File: src/rtl/sddw_pkg.sv
// Shared constants, codes and controller/datapath types for the signed decimal digit writer.
package sddw_pkg;

    localparam int NUM_W           = 32;
    localparam int FIELD_W         = 4;
    localparam int MAX_DIGITS_DEF  = 8;
    localparam int VALUE_WIDTH_DEF = 32;

    localparam logic [FIELD_W-1:0] CODE_MINUS   = 4'd10;
    localparam logic [FIELD_W-1:0] CODE_BLANK   = 4'd15;
    localparam logic [FIELD_W-1:0] DIGITS_RESET = 4'd3;

    typedef enum logic [2:0] {
        ST_IDLE,
        ST_CONVERT,
        ST_BLANK,
        ST_DIGIT,
        ST_SIGN
    } sddw_state_t;

    typedef enum logic [1:0] {
        EMIT_BLANK,
        EMIT_DIGIT,
        EMIT_SIGN
    } sddw_emit_t;

    typedef struct packed {
        logic       load;
        logic       conv_step;
        logic       pos_down;
        logic       pos_up;
        logic       digit_shift;
        sddw_emit_t emit;
    } sddw_cmd_t;

    typedef struct packed {
        logic conv_last;
        logic pos_is_one;
        logic blank_none;
        logic dig_last;
        logic more_digits;
    } sddw_status_t;

endpackage

File: src/rtl/sddw_num_if.sv
// Input channel: one signed number per word.
interface sddw_num_if
    import sddw_pkg::*;
();
    logic                    valid;
    logic                    ready;
    logic signed [NUM_W-1:0] value;

    modport source (output valid, output value, input ready);
    modport sink (input valid, input value, output ready);
endinterface

File: src/rtl/sddw_wr_if.sv
// Output channel: one digit-register write per word.
interface sddw_wr_if
    import sddw_pkg::*;
();
    logic               valid;
    logic               ready;
    logic [FIELD_W-1:0] digit_position;
    logic [FIELD_W-1:0] code_value;
    logic               last_write;
    logic               overflow;

    modport source (
        output valid, output digit_position, output code_value,
        output last_write, output overflow, input ready
    );
    modport sink (
        input valid, input digit_position, input code_value,
        input last_write, input overflow, output ready
    );
endinterface

File: src/rtl/sddw_ctrl.sv
// Controller: sequences conversion, blanking, digit and sign writes.
module sddw_ctrl
    import sddw_pkg::*;
(
    input  logic         clk,
    input  logic         rst_n,
    input  logic         in_valid,
    output logic         in_ready,
    output logic         out_valid,
    input  logic         out_ready,
    input  sddw_status_t status,
    output sddw_cmd_t    cmd
);

    sddw_state_t state_reg;
    sddw_state_t state_next;
    logic        out_ack;

    assign out_ack = out_valid && out_ready;

    always_ff @(posedge clk or negedge rst_n)
    begin
        if (!rst_n)
        begin
            state_reg <= ST_IDLE;
        end
        else
        begin
            state_reg <= state_next;
        end
    end

    always_comb
    begin
        state_next = state_reg;
        in_ready   = 1'b0;
        out_valid  = 1'b0;
        cmd        = '{load: 1'b0, conv_step: 1'b0, pos_down: 1'b0, pos_up: 1'b0,
                       digit_shift: 1'b0, emit: EMIT_BLANK};
        unique case (state_reg)
            ST_IDLE:
            begin
                in_ready = 1'b1;
                if (in_valid)
                begin
                    cmd.load   = 1'b1;
                    state_next = ST_CONVERT;
                end
            end
            ST_CONVERT:
            begin
                cmd.conv_step = 1'b1;
                if (status.conv_last)
                begin
                    state_next = status.blank_none ? ST_DIGIT : ST_BLANK;
                end
            end
            ST_BLANK:
            begin
                out_valid = 1'b1;
                cmd.emit  = EMIT_BLANK;
                if (out_ack)
                begin
                    // position 1 is kept for the first digit
                    if (status.pos_is_one)
                    begin
                        state_next = ST_DIGIT;
                    end
                    else
                    begin
                        cmd.pos_down = 1'b1;
                    end
                end
            end
            ST_DIGIT:
            begin
                out_valid = 1'b1;
                cmd.emit  = EMIT_DIGIT;
                if (out_ack)
                begin
                    if (status.dig_last)
                    begin
                        state_next = ST_IDLE;
                    end
                    else if (!status.more_digits)
                    begin
                        cmd.pos_up = 1'b1;
                        state_next = ST_SIGN;
                    end
                    else
                    begin
                        cmd.pos_up      = 1'b1;
                        cmd.digit_shift = 1'b1;
                    end
                end
            end
            ST_SIGN:
            begin
                out_valid = 1'b1;
                cmd.emit  = EMIT_SIGN;
                if (out_ack)
                begin
                    state_next = ST_IDLE;
                end
            end
            default:
            begin
                state_next = ST_IDLE;
            end
        endcase
    end

endmodule

File: src/rtl/sddw_dpath.sv
// Datapath: config register, magnitude, bit-serial BCD conversion and write fields.
module sddw_dpath
    import sddw_pkg::*;
#(
    parameter int MAX_DIGITS  = MAX_DIGITS_DEF,
    parameter int VALUE_WIDTH = VALUE_WIDTH_DEF
)
(
    input  logic                    clk,
    input  logic                    rst_n,
    input  logic                    cfg_we,
    input  logic [FIELD_W-1:0]      cfg_wdata,
    input  logic signed [NUM_W-1:0] num_value,
    input  sddw_cmd_t               cmd,
    output sddw_status_t            status,
    output logic [FIELD_W-1:0]      digit_position,
    output logic [FIELD_W-1:0]      code_value,
    output logic                    last_write,
    output logic                    overflow
);

    // enough decimal digits for 2^VALUE_WIDTH - 1
    localparam int BCD_DIGITS = (VALUE_WIDTH * 30103) / 100000 + 1;
    localparam int BCD_W      = 4 * BCD_DIGITS;
    localparam int CNT_W      = $clog2(VALUE_WIDTH);

    localparam logic [FIELD_W-1:0] MAX_POS = FIELD_W'(MAX_DIGITS);

    logic [FIELD_W-1:0]     digits_in_use_reg;
    logic [VALUE_WIDTH-1:0] mag_reg;
    logic [VALUE_WIDTH-1:0] mag_next;
    logic                   neg_reg;
    logic                   neg_next;
    logic [BCD_W-1:0]       bcd_reg;
    logic [BCD_W-1:0]       bcd_next;
    logic [BCD_W-1:0]       bcd_adj;
    logic [CNT_W-1:0]       bit_cnt_reg;
    logic [CNT_W-1:0]       bit_cnt_next;
    logic [FIELD_W-1:0]     pos_reg;
    logic [FIELD_W-1:0]     pos_next;
    logic                   blank_none_reg;
    logic                   blank_none_next;
    logic [VALUE_WIDTH-1:0] in_bits;
    logic [FIELD_W-1:0]     blanks;
    logic                   at_max;

    always_ff @(posedge clk or negedge rst_n)
    begin
        if (!rst_n)
        begin
            digits_in_use_reg <= DIGITS_RESET;
        end
        else if (cfg_we)
        begin
            digits_in_use_reg <= cfg_wdata;
        end
    end

    always_ff @(posedge clk)
    begin
        mag_reg        <= mag_next;
        neg_reg        <= neg_next;
        bcd_reg        <= bcd_next;
        bit_cnt_reg    <= bit_cnt_next;
        pos_reg        <= pos_next;
        blank_none_reg <= blank_none_next;
    end

    assign in_bits = num_value[VALUE_WIDTH-1:0];
    assign blanks  = (digits_in_use_reg > MAX_POS) ? MAX_POS : digits_in_use_reg;

    // add 3 to every digit of 5 or more before the shift
    always_comb
    begin
        for (int i = 0; i < BCD_DIGITS; i++)
        begin
            bcd_adj[4*i +: 4] = (bcd_reg[4*i +: 4] >= 4'd5) ?
                                (bcd_reg[4*i +: 4] + 4'd3) : bcd_reg[4*i +: 4];
        end
    end

    always_comb
    begin
        mag_next        = mag_reg;
        neg_next        = neg_reg;
        bcd_next        = bcd_reg;
        bit_cnt_next    = bit_cnt_reg;
        pos_next        = pos_reg;
        blank_none_next = blank_none_reg;
        if (cmd.load)
        begin
            neg_next        = in_bits[VALUE_WIDTH-1];
            mag_next        = in_bits[VALUE_WIDTH-1] ? (~in_bits + VALUE_WIDTH'(1)) : in_bits;
            bcd_next        = '0;
            bit_cnt_next    = '0;
            blank_none_next = (blanks == '0);
            pos_next        = (blanks == '0) ? FIELD_W'(1) : blanks;
        end
        if (cmd.conv_step)
        begin
            bcd_next     = {bcd_adj[BCD_W-2:0], mag_reg[VALUE_WIDTH-1]};
            mag_next     = {mag_reg[VALUE_WIDTH-2:0], 1'b0};
            bit_cnt_next = bit_cnt_reg + CNT_W'(1);
        end
        if (cmd.digit_shift)
        begin
            bcd_next = {4'd0, bcd_reg[BCD_W-1:4]};
        end
        if (cmd.pos_down)
        begin
            pos_next = pos_reg - FIELD_W'(1);
        end
        if (cmd.pos_up)
        begin
            pos_next = pos_reg + FIELD_W'(1);
        end
    end

    assign at_max = (pos_reg == MAX_POS);

    assign status.conv_last   = (bit_cnt_reg == CNT_W'(VALUE_WIDTH - 1));
    assign status.pos_is_one  = (pos_reg == FIELD_W'(1));
    assign status.blank_none  = blank_none_reg;
    assign status.more_digits = |bcd_reg[BCD_W-1:4];
    assign status.dig_last    = at_max || (!status.more_digits && !neg_reg);

    assign digit_position = pos_reg;

    always_comb
    begin
        unique case (cmd.emit)
            EMIT_BLANK:
            begin
                code_value = CODE_BLANK;
                last_write = 1'b0;
                overflow   = 1'b0;
            end
            EMIT_DIGIT:
            begin
                code_value = bcd_reg[3:0];
                last_write = status.dig_last;
                // top position reached with digits or a sign still left
                overflow   = at_max && (status.more_digits || neg_reg);
            end
            EMIT_SIGN:
            begin
                code_value = CODE_MINUS;
                last_write = 1'b1;
                overflow   = 1'b0;
            end
            default:
            begin
                code_value = CODE_BLANK;
                last_write = 1'b0;
                overflow   = 1'b0;
            end
        endcase
    end

endmodule

File: src/rtl/signed_decimal_digit_writer_top.sv
// Top level: turns a signed number into a run of code-B digit-register writes.
// An accepted number is converted by the bit-serial BCD shift loop, one magnitude bit per cycle,
//   before its blank, digit and sign writes are offered; numbers are taken one at a time.
// Each write is held until taken; a new number is accepted once the last write is taken.
// Reset: control returns to idle, digits_in_use returns to 3.
module signed_decimal_digit_writer_top
    import sddw_pkg::*;
#(
    parameter int MAX_DIGITS  = MAX_DIGITS_DEF,
    parameter int VALUE_WIDTH = VALUE_WIDTH_DEF
)
(
    input  logic               clk,
    input  logic               rst_n,
    input  logic               cfg_we,
    input  logic [FIELD_W-1:0] cfg_wdata,
    sddw_num_if.sink           num,
    sddw_wr_if.source          wr
);

    sddw_cmd_t    cmd;
    sddw_status_t status;

    sddw_ctrl u_ctrl (
        .clk       (clk),
        .rst_n     (rst_n),
        .in_valid  (num.valid),
        .in_ready  (num.ready),
        .out_valid (wr.valid),
        .out_ready (wr.ready),
        .status    (status),
        .cmd       (cmd)
    );

    sddw_dpath #(
        .MAX_DIGITS  (MAX_DIGITS),
        .VALUE_WIDTH (VALUE_WIDTH)
    ) u_dpath (
        .clk            (clk),
        .rst_n          (rst_n),
        .cfg_we         (cfg_we),
        .cfg_wdata      (cfg_wdata),
        .num_value      (num.value),
        .cmd            (cmd),
        .status         (status),
        .digit_position (wr.digit_position),
        .code_value     (wr.code_value),
        .last_write     (wr.last_write),
        .overflow       (wr.overflow)
    );

`ifndef SYNTHESIS
    a_ovf_only_on_last: assert property (@(posedge clk) disable iff (!rst_n)
        wr.valid && wr.overflow |-> wr.last_write)
        else $error("overflow raised on a write that is not last");

    a_pos_in_range: assert property (@(posedge clk) disable iff (!rst_n)
        wr.valid |-> (wr.digit_position >= FIELD_W'(1)) &&
                     (wr.digit_position <= FIELD_W'(MAX_DIGITS)))
        else $error("digit position out of range");

    a_no_overlap: assert property (@(posedge clk) disable iff (!rst_n)
        !(wr.valid && num.ready))
        else $error("number accepted while a write is pending");

    a_last_frees_input: assert property (@(posedge clk) disable iff (!rst_n)
        wr.valid && wr.ready && wr.last_write |=> num.ready)
        else $error("input not ready after last write");

    a_accept_starts_conv: assert property (@(posedge clk) disable iff (!rst_n)
        num.valid && num.ready |=> !wr.valid && !num.ready)
        else $error("conversion did not start after accept");
`endif

endmodule

File: src/flat_wrapper.sv
// flat-port wrapper written by rule: the top's interface ports become plain ports
module signed_decimal_digit_writer_top_flat import sddw_pkg::*;
#(
    parameter int MAX_DIGITS  = MAX_DIGITS_DEF,
    parameter int VALUE_WIDTH = VALUE_WIDTH_DEF
)
  (clk, rst_n, cfg_we, cfg_wdata, num_valid, num_value, num_ready, wr_valid, wr_digit_position, wr_code_value, wr_last_write, wr_overflow, wr_ready);
  sddw_num_if num_i ();
  sddw_wr_if wr_i ();
  input  logic clk;
  input  logic rst_n;
  input  logic cfg_we;
  input  logic [FIELD_W-1:0] cfg_wdata;
  input wire logic [$bits(num_i.valid)-1:0] num_valid;
  input wire logic [$bits(num_i.value)-1:0] num_value;
  output wire logic [$bits(num_i.ready)-1:0] num_ready;
  output wire logic [$bits(wr_i.valid)-1:0] wr_valid;
  output wire logic [$bits(wr_i.digit_position)-1:0] wr_digit_position;
  output wire logic [$bits(wr_i.code_value)-1:0] wr_code_value;
  output wire logic [$bits(wr_i.last_write)-1:0] wr_last_write;
  output wire logic [$bits(wr_i.overflow)-1:0] wr_overflow;
  input wire logic [$bits(wr_i.ready)-1:0] wr_ready;
  assign num_i.valid = num_valid;
  assign num_i.value = num_value;
  assign num_ready = num_i.ready;
  assign wr_valid = wr_i.valid;
  assign wr_digit_position = wr_i.digit_position;
  assign wr_code_value = wr_i.code_value;
  assign wr_last_write = wr_i.last_write;
  assign wr_overflow = wr_i.overflow;
  assign wr_i.ready = wr_ready;
  signed_decimal_digit_writer_top #(.MAX_DIGITS(MAX_DIGITS), .VALUE_WIDTH(VALUE_WIDTH)) u_core (.clk(clk), .rst_n(rst_n), .cfg_we(cfg_we), .cfg_wdata(cfg_wdata), .num(num_i), .wr(wr_i));
endmodule
File: config.mk
export PLATFORM = sky130hd
export DESIGN_NAME = signed_decimal_digit_writer_top_flat
export DESIGN_NICKNAME = d
export VERILOG_FILES = /design/src/rtl/sddw_pkg.sv /design/src/rtl/sddw_num_if.sv /design/src/rtl/sddw_wr_if.sv /design/src/rtl/sddw_ctrl.sv /design/src/rtl/sddw_dpath.sv /design/src/rtl/signed_decimal_digit_writer_top.sv /design/src/flat_wrapper.sv
export SDC_FILE = /design/constraint.sdc
export NUM_CORES = 1
export LEC_CHECK = 0
export ABC_CLOCK_PERIOD_IN_PS = 4400
export BUFFER_PORTS_ARGS = -buffer_cell sky130_fd_sc_hd__clkbuf_2
export CORE_MARGIN = 2
export CORE_UTILIZATION = 45
export CTS_BUF_LIST = sky130_fd_sc_hd__clkbuf_2
export CTS_CLUSTER_SIZE = 28
export DETAILED_ROUTE_END_ITERATION = 6
export MAX_ROUTING_LAYER = met4
export SKIP_LAST_GASP = 1
export SYNTH_ARGS = -nofsm -noshare
export SYNTH_HDL_FRONTEND = slang
export SYNTH_HIERARCHICAL = 1
export SYNTH_SLANG_ARGS = --single-unit
File: constraint.sdc
create_clock -name clk -period 4.4 [get_ports clk]
set_clock_uncertainty 0.05 [all_clocks]
set_input_delay 0.88 -clock clk [delete_from_list [all_inputs] [get_ports clk]]
set_output_delay 0.88 -clock clk [all_outputs]
set_load 0.03 [all_outputs]
==> Yosys cells after proc, flatten, opt, wreduce, memory -nomap -nowiden <==
Index checks and enable logic that the tools add are counted.
W data, S select, Z words.
{ "totals": {"regBits": 90, "out_inout_bits": 12} }
{ "op_classes": {"addsub": 14, "n_lt_le_gt_ge": 11, "n_eq_ne": 16, "n_mux": 49, "bitwise_logic": 1, "n_reduce_logical": 15} }
{ "op_table": {"columns": ["cell", "n"], "rows": [
  ["$mux W32", 3],
  ["$mux W40", 2],
  ["$mux W4", 14],
  ["$ge A4 B3 Y1 const B", 10],
  ["$add A4 B2 Y4 const B", 9],
  ["$mux W36", 1],
  ["$reduce_or A36 Y1", 1],
  ["$add A32 B1 Y32 const B", 1],
  ["$not A32 Y32", 1],
  ["$mux W3", 9],
  ["$pmux W3 S5", 1],
  ["$mux W1", 11],
  ["$mux W5", 2],
  ["$ne A2 B2 Y1 const B", 4],
  ["$pmux W4 S2", 1],
  ["$reduce_and A7 Y1", 1],
  ["$eq A3 B2 Y1 const B", 2],
  ["$mux W2", 3],
  ["$reduce_bool A3 Y1", 2],
  ["$add A5 B1 Y5 const B", 1],
  ["$eq A5 B5 Y1 const B", 1],
  ["$add A4 B1 Y4 const B", 1],
  ["$eq A4 B1 Y1 const B", 1],
  ["$eq A4 B4 Y1 const B", 1],
  ["18 further kinds", 23]
]} }

==> Depth between registers and ports, before layout <==
{ "logic_depth": {"ltp_word": 8, "ltp_mapped": 13, "mapped_depth_nobuf": 12} }

==> By module <==
Netlist, hierarchy kept.
{ "by_module_without_submodules": {"columns": ["module", "instances", "cells_per_inst", "area_each_um2"], "rows": [
  ["sddw_dpath", 1, 563, 5549.1],
  ["sddw_ctrl", 1, 32, 252.7]
]} }

==> Least setup slack after synthesis <==
Ideal clock, no wire load.
{ "synth_timing": {"kind": "reg2reg", "start": "reg u_core.u_ctrl.state_reg[0]", "end": "reg u_core.u_dpath.bcd_reg[39]", "setup_time_ns": 0.127, "arrival_ns": 3.031, "required_ns": 4.223, "setup_slack_ns": 1.191, "stages_incl_launch_ff": 8, "cell_sequence": "dfrtp_1 -> nor3_1 -> and2_1 -> clkinv_1 -> nand2_1 -> o31ai_1 -> a32oi_1 -> nor2_1"} }
{ "synth_rtl": {"columns": ["item", "line_no", "text"], "rows": [
  ["start, declared", "sddw_ctrl.sv:15", "sddw_state_t state_reg;"],
  ["start signal, assigned", "sddw_ctrl.sv:29", "state_reg <= state_next;"],
  ["end signal, assigned", "sddw_dpath.sv:63", "bcd_reg <= bcd_next;"],
  ["end, declared", "sddw_dpath.sv:34", "logic [BCD_W-1:0] bcd_reg;"]
]} }

==> Worst setup path after layout <==
{ "layout_timing": {"start": "reg u_core.u_dpath.bcd_reg[8]", "end": "out wr_last_write"} }
{ "layout_between": {"elab_chain_len": 5} }
{ "layout_rtl": {"columns": ["item", "line_no", "text"], "rows": [
  ["$reduce_or A36 Y1", "sddw_dpath.sv:124", "assign status.more_digits = |bcd_reg[BCD_W-1:4];"],
  ["$logic_not A1 Y1", null, null],
  ["$logic_and A1 B1 Y1", "sddw_dpath.sv:125", "assign status.dig_last = at_max || (!status.more_digits && !neg_reg);"],
  ["$logic_or A1 B1 Y1", "sddw_dpath.sv:125", null],
  ["$pmux W1 S2", "sddw_dpath.sv:131", "unique case (cmd.emit)"],
  ["end, declared", "flat_wrapper.sv:20", "output wire logic [$bits(wr_i.last_write)-1:0] wr_last_write;"]
]} }
Every way passes these cells.

==> flow_metrics.py <==
metrics = {
    "outcome": {
        "outcome": "finished, final reports clean",
    },
    "final_layout": {
        "largest_register_ffs": 40,
        "syn_to_final_growth_pct": 10.2,
        "final_area_mm2": 0.00640,
        "final_common_cell": "nand2_1",
        "final_cell_mix": "nand2_1, edfxtp_1, o21ai_0, clkbuf_2, xor2_1",
        "drive_above_1_share_pct": 15.1,
        "final_nets": 724,
        "antenna_cells": 0,
    },
    "synth": {
        "syn_inst": 595,
        "synth-seq-cells": 90,
        "syn_area_mm2": 0.00580,
        "synthFlopType": "edfxtp_1",
        "syn_nets": 674,
        "synth_cell_type_count": 55,
        "async_flop_share_pct": 7.78,
        "yosys_warnings": 6,
        "synth_edf_count": 78,
        "yosysSeqAreaShare_pct": 45.2,
        "avgSynthCellArea_um2": 9.75,
    },
    "floorplanning": {
        "dieWidth_um": 118,
        "ioPinCount": 53,
        "core_area_mm2": 0.0126,
        "die_h_um": 118,
        "initial_utilization_pct": 46.0,
        "placement_rows": 41,
        "dieArea_mm2": 0.0138,
    },
    "route": {
        "vias": 4431,
        "dr.pass1.iters": 4,
        "totalWireLength_mm": 12.5,
        "wl_per_cell_um": 15.2,
        "via_per_inst": 5.39,
        "drcViolationCount": 0,
        "drt-initial-drc-count": 333,
        "drtAntennaViolNets": 0,
    },
    "clocking": {
        "ctsLongestPathBuffers": 2,
        "cts_resized": 0,
        "cts.sinks": 90,
        "tritoncts": "done",
        "cts_buffers": 9,
        "clk_pin_slew_ns": 0.26,
        "root_buffer": "clkbuf_2",
        "clock_latency_ns": 0.54,
        "cts_htree_levels": 3,
        "postCtsSetupBuffers": 0,
        "cts_hold_buf": 0,
    },
    "worst_setup_path": {
        "cp-start-kind": "flip-flop",
        "crit_chain": "inv_1, ha_1, nor4b_1, nand4_1, nor3_1, nor3_1, nor3_1, clkbuf_2",
        "critPathBufInv": 2,
        "crit_path_end": "wr_last_write",
        "rrSetupSlack_ns": 0.95,
        "critPathLaunch": "u_core/u_dpath/bcd_reg[8]",
        "cp.arrival_ns": 2.66,
        "critPathMaxStageDelay_ns": 0.49,
        "worstSetupPathType": "flip-flop to primary output",
        "crit_path_top_delay_cell": "edfxtp_1",
        "r2r-start": "u_core/u_dpath/bcd_reg[8]",
        "cpMostUsedCell": "nor3_1",
        "worstPathMaxFanout": 4,
        "end_kind": "primary output",
        "worstReg2RegEnd": "u_core/u_dpath/bcd_reg[19]",
        "rr_worst_depth": 10,
        "worstPathRequired_ns": 3.47,
        "critical_path_depth": 8,
        "cp_top_family": "simple AND/OR/NAND/NOR gates",
    },
    "placed_design": {
        "place_ws_ns": 0.960,
        "gp_congestion": 0.803,
        "placed_area_mm2": 0.00625,
        "io_buffers": 52,
        "dp_hpwl_mm": 9.08,
    },
    "global_route": {
        "grt_use_met2_pct": 29.4,
        "grt_first_pass_wirelength_mm": 20.8,
        "antenna_found_initial": 0,
        "busiest_layer": "met2",
        "grt_pass1_vias": 4360,
        "grt_overflow": 0,
        "grt_max_degree": 47,
        "met3_usage_pct": 3.39,
        "gr-usage-all-layers_pct": 18.7,
        "grt_util_met1_pct": 25.0,
    },
    "timing": {
        "setup_violations": 0,
        "setup_ws_ns": 0.811,
        "fin_crit_sh_pct": 81.6,
        "max_freq_mhz": 279,
        "fin_setup_tns_ns": 0,
        "rsz0062_at_grt": "no",
        "finalMaxSlewViolations": 0,
        "fin_crit_ns": 3.59,
        "worst_slew_pin_slew_ns": 0.767,
        "hold_viol": 0,
        "max-slew-margin-rel_pct": 48.4,
    },
    "power_and_ir_drop": {
        "intPower_mw": 2.46,
        "switching_power_mw": 1.82,
        "p_leak_nw": 2.50,
        "p_total_mw": 4.28,
        "clockPowerShare_pct": 11.1,
        "pwr-share-seq_pct": 43.9,
        "p_per_area_mw_per_mm2": 669,
        "ir_drop_mv": 0.202,
        "combPwrFrac_pct": 45.0,
        "swShare_pct": 42.5,
    },
    "flow_run": {
        "cap_violations": 0,
    },
    "min_path": {
        "min_path_type": "input port to flip-flop",
    },
}
## power groups by stage
stage	combinational, mW	clock (mW)	sequential, mW
5_1_grt	2.18	0.529	1.94
4_1_cts	1.94	0.491	1.88
6_report	1.92	0.475	1.88
3_5_place_dp	1.92	0	1.90
3_3_place_gp	1.87	0	1.88
2_1_floorplan	1.43	0	1.82
## cells in the mapped netlist, drive strengths merged, types with 3 or more instances
cell    count  area, µm²
a21oi      34        170
dfrtp       5        125
nor3b      11       82.6
inv        34        128
nor2       32        120
ha         38        475
nand4       7       50.1
mux2i       3       30.0
nand3       8       50.1
a21o        3       22.5
and2        3       18.8
edfxtp     78       2340
nand2b     16        108
nor4        9       98.8
nand2      87        327
mux2        3       33.8
clkbuf     15       56.3
xor2       39        342
o41ai       6       82.6
o21ai      75        375
xnor2      13        114
nor3       11       71.3
dfxtp       5        100
buf         6       32.5
o31ai      24        185
nor4b       5       43.8
## logic make-up after synthesis
group / count (synthesis) / share of synthesized area, %
DFF: 90 / 45.2
AOI/OAI and AO/OA: 154 / 16.0
muxes: 6 / 1.10
adders and majority gates: 38 / 8.20
xor gates and xnor gates: 52 / 7.85
buffers and inverters: 57 / 3.86
and+or+nand+nor: 198 / 17.8
## worst register-to-register path, cell delays in order (launching register included)
cell and delay [ns]:
edfxtp_1 0.49, inv_1 0.14, ha_1 0.17, nor4b_1 0.25, nand4_1 0.15, nor3_1 0.42
or2_2 0.26, nor4_2 0.06, buf_4 0.27, or3_1 0.62, buf_4 0.32
## area by class of cell
cell class	instances	area [µm²]
repair buffers	60	323
multi-input cells	448	2970
flip-flops and latches	90	2620
inverters	36	135
clock buffers	12	60.1
clock inverters	4	76.3
well taps	172	215
fillers	1195	6220
## worst min path at each step
stage                                    from                                  end  cells after the start
finish                           cfg_wdata[3]  u_core/u_dpath/digits_in_use_reg[3]                      3
global placement    u_core/u_dpath/mag_reg[0]            u_core/u_dpath/mag_reg[0]                      2
detailed placement  u_core/u_dpath/mag_reg[0]            u_core/u_dpath/mag_reg[0]                      2
floorplan           u_core/u_dpath/mag_reg[0]            u_core/u_dpath/mag_reg[0]                      2
global route                     cfg_wdata[1]  u_core/u_dpath/digits_in_use_reg[1]                      2
CTS                                     rst_n  u_core/u_dpath/digits_in_use_reg[3]                      1
## routing by layer
layer | share of wire [%] | wire length (µm)
met1 | 48 | 6020
met2 | 47 | 5890
met3 | 3.9 | 488
met4 | 0.66 | 82
met5 | 0 | 0
## stage by stage
step | instances | hold WS (ns) | util (%)
floorplan | 595 | 0.410 | -
global placement | 805 | 0.429 | 49.5
detailed placement | 805 | 0.448 | 49.5
CTS | 821 | 0.00619 | 50.6
global route | 822 | 0.409 | 50.7
finish | 822 | 0.481 | 50.7
Power figures use the tool's default switching activity.
